<file path="src/optimal_scalar_pair_matching_macros.svh">
// Assertion macros shared by the matching block RTL.
// Depends on nothing; included by files that carry concurrent checks.
`ifndef OPTIMAL_SCALAR_PAIR_MATCHING_MACROS_SVH
`define OPTIMAL_SCALAR_PAIR_MATCHING_MACROS_SVH
// Condition must hold at every clock edge outside reset.
`define OSM_ASSERT_ALWAYS(lbl, clk, rst, cond) \
  lbl: assert property (@(posedge clk) disable iff (rst) (cond)) \
    else $error("osm assertion failed");
// Antecedent at one edge implies consequent at the next edge.
`define OSM_ASSERT_NEXT(lbl, clk, rst, ante, cons) \
  lbl: assert property (@(posedge clk) disable iff (rst) (ante) |=> (cons)) \
    else $error("osm assertion failed");
`endif

</file>
<file path="src/osm_cell.sv">
// Shared DP cell unit: one add and one compare deciding take or skip.
// No package dependencies.
module osm_cell #(
  parameter int CW = 39,
  parameter int DW = 33
) (
  input  logic [CW-1:0] prev_cost,
  input  logic          prev_reach,
  input  logic [DW-1:0] diff,
  input  logic [CW-1:0] skip_cost,
  input  logic          skip_reach,
  output logic          pick,
  output logic [CW-1:0] cost,
  output logic          reach
);
  logic [CW-1:0] take;

  assign take  = prev_cost + CW'(diff);
  // take wins ties; an unreachable skip always loses
  assign pick  = !skip_reach || (prev_reach && (take <= skip_cost));
  assign cost  = pick ? take : skip_cost;
  assign reach = pick ? prev_reach : skip_reach;
endmodule

</file>
<file path="config.mk">
export PLATFORM = sky130hd
export DESIGN_NAME = osm_cell
export DESIGN_NICKNAME = d
export VERILOG_FILES = /design/src/optimal_scalar_pair_matching_macros.svh /design/src/osm_cell.sv
export SDC_FILE = /design/constraint.sdc
export NUM_CORES = 1
export LEC_CHECK = 0
export BUFFER_PORTS_ARGS = -buffer_cell sky130_fd_sc_hd__buf_2
export CORE_ASPECT_RATIO = 1.75
export CORE_UTILIZATION = 50
export DETAILED_ROUTE_END_ITERATION = 8
export PLACE_DENSITY = 0.95
export SYNTH_ARGS = -nofsm -noshare
export SYNTH_HDL_FRONTEND = slang
export SYNTH_SLANG_ARGS = --single-unit
</file>
<file path="constraint.sdc">
create_clock -name vclk -period 7.8
set_input_delay 1.56 -clock vclk [all_inputs]
set_output_delay 1.56 -clock vclk [all_outputs]
set_load 0.01 [all_outputs]
</file>
==> metrics, run 1 <==
Flop pwr share=0; Post-synth top cells=ha_1 (72), a21oi_1 (53), inv_1 (53); status=finished, final reports clean; met2 usage=0.624; share of layout cells above drive strength 1=0.334; Crit path largest cell delay=0.51 ns; cell chain of the critical path=buf_2, ha_2, a21o_1, a31o_1, o41a_1, a2111o_1, a41o_1, a21oi_2, xnor2_2, ha_1, nand4_1, nor4_2, a22oi_1, o211ai_1, o211ai_1, nor2_2, inv_4, buf_4, buf_12, mux2_1, buf_2; Die Y-Extent=108 µm; Synth cell types=46; post-route cell area=4330 µm²; final worst-path cycle share=0.989; largest net degree at the start of global routing=20; pwr dens=112 nW/µm²; Die Wd=62.4 µm; min-delay worst type=input port to output pin; first-pass GRT wire length=16700 µm; CP Max Fanout=6; syn nets=649; hold-fix buffers at CTS=0; Critical Path RT=6.24 ns; worst path buffer plus inverter count=5; Filler cells=499; type of destination of the critical path=output pin; Post-DP Area=4120 µm²; # DRC=0; gr ovfl total=0; via count=4179; crit path time final=7.71 ns; Sw Ratio=0.549; Final Hold Viols=0; Top Ports=154; storage element area=0 µm²; clkbuf count=0; Total GRT Usage=0.298; crit-path leading delay family=compound AO/OA/AOI/OAI gates; Switch Pwr=0.265 mW; slowest CP cell=a2111o_1; Initial DRC Count=257; leakage=2.37 nW; antenna-violating nets left=0; post-synth top area share=0.282; WL final=10800 µm; arrival time worst endpoint=6.15 ns; Hold Worst Slack=3.43 ns; routability-driven placement congestion ratio=0.981; final number of setup-violating endpoints=0; die area=6720 µm²; Mapped Avg Cell Area=6.90 µm²; max_cap viols=0; antenna violations before repair=0; Mapped Area=3190 µm²; Internal=0.218 mW; max_slew headroom=0.646; area occupied by multi-input gates=3050 µm²; worst setup path class=input port to output pin; max-slew violations=0; vias per cell=5.89; worst vdd ir=0.0646 mV; Syn Inst Count=463; clock network power share=0; met3 Resource Use GR=0.0212; Logic pwr share=1.000; port bufs=154; count leader, synth=ha_1; GR peak layer=met2; vias in the first global route=4078; Max Clock Freq=130 MHz; largest cells by area after synthesis=ha_1 (28%), a21oi_1 (8.3%), xnor2_1 (6.6%), inv_1 (6.2%), nand2_1 (5.5%); std cell rows=38; PnR Total Power=0.483 mW; DR WL/cell=15.2 µm; register area share after synthesis=0; dpl hpwl=9110 µm; Ant. Diodes=0; first-pass detailed-route iteration total=7; met1 Use GR=0.268; startpoint type of the worst setup path=input port; core area=6180 µm²; area grow syn2layout=35.6%; largest area contributor in the netlist=ha_1; FFs & Latches=0; Final nets=817; Starting Density=0.517; Ys Warns=0; Least-Margin Pin Slew=0.523 ns
## layout make-up
cell class	count	share of cell area
well taps	80	0.0231
repair buffers	175	0.226
inverters	54	0.0474
multi-input cells	400	0.703
## kinds of logic (layout without fill, tap and decap cells)
family	Yosys count	in the layout	synth area share
fa+ha+maj	73	73	0.288
xor+xnor	35	35	0.0960
mux	20	20	0.0705
simple gates	118	118	0.172
compound gates	154	154	0.298
buf+inv	63	229	0.0748
## per-layer routing
| metal | share of wire | wire, µm |
|---|---|---|
| met4 | 0.054 | 586 |
| met5 | 0 | 0 |
| met1 | 0.34 | 3650 |
| met3 | 0.055 | 591 |
| met2 | 0.55 | 5980 |
## stage by stage
step	instances	TNS, ns	setup WS [ns]	util
after global placement	698	0	0.180	0.666
after detailed placement	698	0	0.00107	0.666
after floorplan	463	0	0.421	-
after global routing	709	-0.262	-0.0389	0.701
after CTS	698	0	0.0735	0.667
final	709	0	0.0896	0.701
## power groups by stage
stage / combinational [mW] / sequential (mW) / clock [mW]
floorplan: 0.292 / 0 / 0
global placement: 0.429 / 0 / 0
detailed placement: 0.444 / 0 / 0
CTS: 0.447 / 0 / 0
global route: 0.530 / 0 / 0
finish: 0.483 / 0 / 0
## repair_timing
action | CTS | global route
cloned | 0 | 2
resized for setup | 1 | 27
setup endpoints to repair | 2 | 36
setup buffers | 0 | 9
pin swaps | 0 | 14
endpoints found under the hold margin | 0 | 0
## placed cells by master (no fill, tap or decap), types with 2 or more instances in the layout
cell type    n
o21ai_0     17
xnor2_1     23
o21bai_1     6
a31oi_1      3
buf_2      154
a211oi_2     2
a21o_1      19
a211o_1      2
nand2b_1     5
nand2_1     47
a21oi_1     48
o221ai_1     3
buf_4       17
a211oi_1     4
clkbuf_16    2
o211ai_1     6
nor2_1      20
nor2b_1      5
and3_1       3
inv_1       52
o21a_1       5
mux2_2       9
a21oi_2      8
nor3_1       5
mux2_1      11
ha_1        67
xor2_1      11
nand3_1     13
nand4_1     12
ha_2         5
o21ai_1     19
## worst paths after layout
check,endpoint,slack (ns),from,cells past startpoint
setup / recovery,cost[19],0.09,prev_cost[17],21
hold / removal,cost[37],3.43,skip_cost[37],3
Power figures use the tool's default switching activity.
==> run 2: changes to the inputs <==
--- a/config.mk
+++ b/config.mk
@@ -9,7 +9,7 @@
 export CORE_ASPECT_RATIO = 1.75
 export CORE_UTILIZATION = 50
 export DETAILED_ROUTE_END_ITERATION = 8
-export PLACE_DENSITY = 0.95
+export PLACE_DENSITY = 0.9
 export SYNTH_ARGS = -nofsm -noshare
 export SYNTH_HDL_FRONTEND = slang
 export SYNTH_SLANG_ARGS = --single-unit
==> metrics, run 2 (synthesis gave the netlist of run 1 again) <==
storage element area=0 µm² (unchanged); Max Clock Freq=133 MHz (was 130 MHz); Top Ports=154 (unchanged); Critical Path RT=6.24 ns (about the same); startpoint type of the worst setup path=input port (unchanged); dpl hpwl=9190 µm (was 9110 µm); arrival time worst endpoint=5.98 ns (was 6.15 ns); Starting Density=0.517 (unchanged); Ant. Diodes=0 (unchanged); status=finished, final reports clean (unchanged); commonest non-fill, non-tap cells in the layout=buf_2 (154), ha_1 (61), inv_1 (52) (was buf_2 (154), ha_1 (67), inv_1 (52)); largest net degree at the start of global routing=32 (was 20); DR WL/cell=15.9 µm (was 15.2 µm); Total GRT Usage=0.296 (was 0.298); Final TNS setup=0 ns (unchanged); first-pass detailed-route iteration total=4 (was 7); core area=6180 µm² (unchanged); CP Max Fanout=9 (was 6); worst hold start=skip_cost[37] (unchanged); first-pass GRT wire length=16500 µm (was 16700 µm); commonest non-fill, non-tap cell in the layout=buf_2 (unchanged); type of destination of the critical path=output pin (unchanged); Final nets=810 (was 817); leakage=2.35 nW (was 2.37 nW); antenna violations before repair=0 (unchanged); final worst-path cycle share=0.967 (was 0.989); std cell rows=38 (unchanged); max_cap viols=0 (unchanged); routability-driven placement congestion ratio=0.900 (was 0.981); worst setup path class=input port to output pin (unchanged); FFs & Latches=0 (unchanged); antenna-violating nets left=0 (unchanged); max_slew headroom=0.653 (was 0.646); max-slew violations=0 (unchanged); die area=6720 µm² (unchanged); via count=4183 (was 4179); Die Y-Extent=108 µm (unchanged); Filler cells=507 (was 499); WL final=11200 µm (was 10800 µm); Die Wd=62.4 µm (unchanged); Final Hold Viols=0 (unchanged); crit path time final=7.54 ns (was 7.71 ns); Hold Path Sink=cost[37] (unchanged); worst hold path depth=3 (unchanged); min-delay worst type=input port to output pin (unchanged); vias per cell=5.96 (was 5.89); # DRC=0 (unchanged); gr ovfl total=0 (unchanged); area grow syn2layout=37.1% (was 35.6%); final number of setup-violating endpoints=0 (unchanged); share of layout cells above drive strength 1=0.341 (was 0.334); vias in the first global route=3994 (was 4078); Layout Utilization=0.708 (was 0.701); clkbuf count=0 (unchanged); worst vdd ir=0.0642 mV (was 0.0646 mV); RSZ-0062 raised after global routing=yes; pwr dens=111 nW/µm² (was 112 nW/µm²); port bufs=154 (unchanged); Least-Margin Pin Slew=0.515 ns (was 0.523 ns); Initial DRC Count=193 (was 257)
==> run 2: how the worst max path moves through the flow <==
stage | from | end | slack (ns) | depth (start not counted)
floorplan | prev_cost[4] | cost[16] | 0.42 | 17
global placement | prev_cost[1] | cost[31] | 0.21 | 22
detailed placement | prev_cost[1] | cost[31] | 0.10 | 22
CTS | prev_cost[1] | cost[31] | 0.04 | 22
global route | prev_cost[0] | cost[31] | -0.01 | 24
finish | prev_cost[0] | cost[32] | 0.26 | 24
==> run 2: critical path, cell delays in order <==
cell and delay, ns:
buf_2 0.12, ha_4 0.16, inv_2 0.05, fa_2 0.21
nor2b_1 0.07, o21bai_1 0.23, a21oi_2 0.10, o41a_1 0.34
a2111o_1 0.50, a31oi_4 0.24, nor2_1 0.08, xor2_1 0.19
ha_1 0.28, a21o_1 0.16, a21o_1 0.17, a22oi_1 0.18
o211ai_1 0.13, buf_4 0.16, a211oi_2 0.20, nor2_2 0.10
inv_4 0.13, buf_8 0.14, mux2_2 0.34, buf_2 0.14
==> run 2: per-layer routing <==
layer	track usage	routed length, µm	part of all wire
met3	0.0191	473	0.042
met4	0.148	631	0.057
met1	0.262	3810	0.34
met5	0	0	0
met2	0.637	6240	0.56
==> run 2: metrics by stage <==
stage	power (mW)	instance area (µm²)	worst slack (ns)	instances	hold slack, ns
6_report	0.486	4380	0.259	702	3.43
5_1_grt	0.527	4380	-0.0111	702	3.45
4_1_cts	0.445	4100	0.0444	696	3.43
3_5_place_dp	0.442	4100	0.104	696	3.43
3_3_place_gp	0.431	4100	0.214	696	3.43
2_1_floorplan	0.292	3190	0.421	463	3.22
==> run 2: area by class of cell <==
cell class / count / area [µm²] / share of cell area
Tap cell: 80 / 100 / 0.0229
Multi-Input combinational cell: 400 / 3140 / 0.717
Inverter: 54 / 205 / 0.0469
Timing Repair Buffer: 168 / 935 / 0.213
==> run 2: what timing repair did <==
item | 4_1_cts | 5_1_grt
buffers inserted | 0 | 4
hold buffers | 0 | 0
setup endpoints to repair | 0 | 40
gates resized for setup | 0 | 42
==> run 2: where the power goes <==
part / total [mW] / internal, mW / switching (mW) / leakage, nW
combinational: 0.486 / 0.218 / 0.268 / 2.35
sequential: 0 / 0 / 0 / 0
clock: 0 / 0 / 0 / 0
total: 0.486 / 0.218 / 0.268 / 2.35
==> run 3: changes to the inputs <==
--- a/config.mk
+++ b/config.mk
@@ -5,11 +5,13 @@
 export SDC_FILE = /design/constraint.sdc
 export NUM_CORES = 1
 export LEC_CHECK = 0
+export ABC_AREA = 1
 export BUFFER_PORTS_ARGS = -buffer_cell sky130_fd_sc_hd__buf_2
 export CORE_ASPECT_RATIO = 1.75
+export CORE_MARGIN = 2
 export CORE_UTILIZATION = 50
 export DETAILED_ROUTE_END_ITERATION = 8
-export PLACE_DENSITY = 0.9
+export PLACE_DENSITY = 0.84
 export SYNTH_ARGS = -nofsm -noshare
 export SYNTH_HDL_FRONTEND = slang
 export SYNTH_SLANG_ARGS = --single-unit
==> metrics, run 3 <==
Starting Density=0.517 (about the same); commonest non-fill, non-tap cells in the layout=nand2_1 (339), buf_2 (154), inv_1 (141) (was buf_2 (154), ha_1 (61), inv_1 (52)); gr ovfl total=0 (unchanged); placed insts=1126 (was 696); max_cap viols=0 (unchanged); antenna violations before repair=0 (unchanged); status=finished, final reports clean (unchanged); slowest CP cell=fa_1 (was a2111o_1); PnR Total Power=0.479 mW (was 0.486 mW); first-pass GRT wire length=22900 µm (was 16500 µm); WL final=14500 µm (was 11200 µm); core area=8670 µm² (was 6180 µm²); Synth cell types=36 (was 46); share of layout cells above drive strength 1=0.191 (was 0.341); Total GRT Usage=0.296 (about the same); Hold Worst Slack=3.44 ns (was 3.43 ns); Crit path top cell by count=nand2_1; vias per cell=5.13 (was 5.96); Critical Path RT=6.24 ns (about the same); Least-Margin Pin Slew=0.803 ns (was 0.515 ns); final worst setup slack=0.842 ns (was 0.259 ns); Die Y-Extent=129 µm (was 108 µm); Internal=0.178 mW (was 0.218 mW); worst setup path end=cost[38] (was cost[32]); Final Hold Viols=0 (unchanged); syn nets=1053 (was 649); crit path time final=6.96 ns (was 7.54 ns); FFs & Latches=0 (unchanged); largest area contributor in the netlist=nand2_1 (was ha_1); die area=9770 µm² (was 6720 µm²); DR WL/cell=12.9 µm (was 15.9 µm); max_slew headroom=0.465 (was 0.653); Die Wd=75.6 µm (was 62.4 µm); antenna-violating nets left=0 (unchanged); Syn Inst Count=867 (was 463); pwr dens=90.2 nW/µm² (was 111 nW/µm²); commonest non-fill, non-tap cell in the layout=nand2_1 (was buf_2); largest cells by area after synthesis=nand2_1 (28%), ha_1 (20%), inv_1 (12%), nand3_1 (7.5%), nor2_1 (6.7%) (was ha_1 (28%), a21oi_1 (8.3%), xnor2_1 (6.6%), inv_1 (6.2%), nand2_1 (5.5%)); min-delay worst type=input port to output pin (unchanged); arrival time worst endpoint=5.40 ns (was 5.98 ns); final worst-path cycle share=0.892 (was 0.967); Logic pwr share=1.000 (about the same); # DRC=0 (unchanged); worst setup path class=input port to output pin (unchanged); std cell rows=45 (was 38); clkbuf count=0 (unchanged); dpl hpwl=12900 µm (was 9190 µm); Sw Ratio=0.630 (was 0.552); clock network power share=0 (about the same); Flop pwr share=0 (about the same); post-CTS sizing=0 (unchanged); Mapped Avg Cell Area=5.17 µm² (was 6.90 µm²); Final nets=1197 (was 810); CP startpoint=prev_cost[0] (unchanged); hold-fix buffers at CTS=0 (unchanged); post-synth top area share=0.284 (was 0.282); port bufs=154 (unchanged); startpoint type of the worst setup path=input port (unchanged); dpl ws=0.858 ns (was 0.104 ns); register area share after synthesis=0 (unchanged); vias in the first global route=5380 (was 3994); type of destination of the critical path=output pin (unchanged); max-slew violations=0 (unchanged); Max Clock Freq=144 MHz (was 133 MHz); Top Ports=154 (unchanged); RSZ-0062 raised after global routing=no (was yes); largest net degree at the start of global routing=42 (was 32); via count=5774 (was 4183); final number of setup-violating endpoints=0 (unchanged); Switch Pwr=0.302 mW (was 0.268 mW); routability-driven placement congestion ratio=0.984 (was 0.900); count leader, synth=nand2_1 (was ha_1); storage element area=0 µm² (unchanged); area grow syn2layout=18.6% (was 37.1%); Post-synth top cells=nand2_1 (339), inv_1 (141), nor2_1 (80) (was ha_1 (72), a21oi_1 (53), inv_1 (53)); Final TNS setup=0 ns (unchanged); Crit path largest cell delay=0.42 ns (was 0.50 ns); CP Max Fanout=40 (was 9); Initial DRC Count=303 (was 193); final std cells w/o fill=1126 (was 702); Mapped Area=4480 µm² (was 3190 µm²); Ys Warns=0 (unchanged); first-pass detailed-route iteration total=5 (was 4); Ant. Diodes=0 (unchanged); postcts setup bufs=0 (unchanged); leakage=3.42 nW (was 2.35 nW); worst vdd ir=0.0613 mV (was 0.0642 mV)
## run 3: cells by family (layout without fill, tap and decap cells)
family,after synthesis,after routing,synth area share
simple gates,537,537,0.510
buf+inv,154,296,0.139
xor+xnor,21,21,0.0444
compound gates,82,82,0.101
fa+ha+maj,73,73,0.205
## run 3: how the worst min path moves through the flow
stage                              from  endpoint  slack [ns]  cells past startpoint
after CTS                  skip_cost[4]   cost[4]        3.45                      4
final                        prev_reach     reach        3.44                      3
after floorplan              prev_reach     reach        3.23                      1
after detailed placement  skip_cost[27]  cost[27]        3.44                      4
after global placement       prev_reach     reach        3.44                      3
after global routing         prev_reach     reach        3.46                      3
## run 3: routing by layer
layer	share of wire	global-route usage	vias to the layer above	wire length, µm
met5	0	0	-	0
met4	0.074	0.176	0	1070
met3	0.037	0.00778	52	533
met2	0.53	0.572	185	7750
met1	0.35	0.297	2514	5140
li1	-	-	3023	-
## run 3: power groups by stage
stage | sequential (mW) | clock, mW | combinational (mW)
after CTS | 0 | 0 | 0.480
after detailed placement | 0 | 0 | 0.477
after global placement | 0 | 0 | 0.472
after global routing | 0 | 0 | 0.543
after floorplan | 0 | 0 | 0.325
final | 0 | 0 | 0.479
## run 3: stage by stage
step           cell area (µm²)   util
2_1_floorplan             4480      -
3_3_place_gp              5310  0.613
3_5_place_dp              5310  0.613
4_1_cts                   5310  0.613
5_1_grt                   5310  0.613
6_report                  5310  0.613
## run 3: area by class of cell
| type | instances | area, µm² |
|---|---|---|
| Fill cell | 969 | 3360 |
| Inverter | 141 | 529 |
| Multi-Input combinational cell | 713 | 3860 |
| Tap cell | 117 | 146 |
| Timing Repair Buffer | 155 | 778 |
## run 3: critical path: cells and delay by family
kind	cells	cell delay, ns
AND/OR/NAND/NOR	16	2.04
buffers and inverters	4	0.42
AO/OA/AOI/OAI	2	0.41
adder cells (fa/ha/maj)	3	0.97
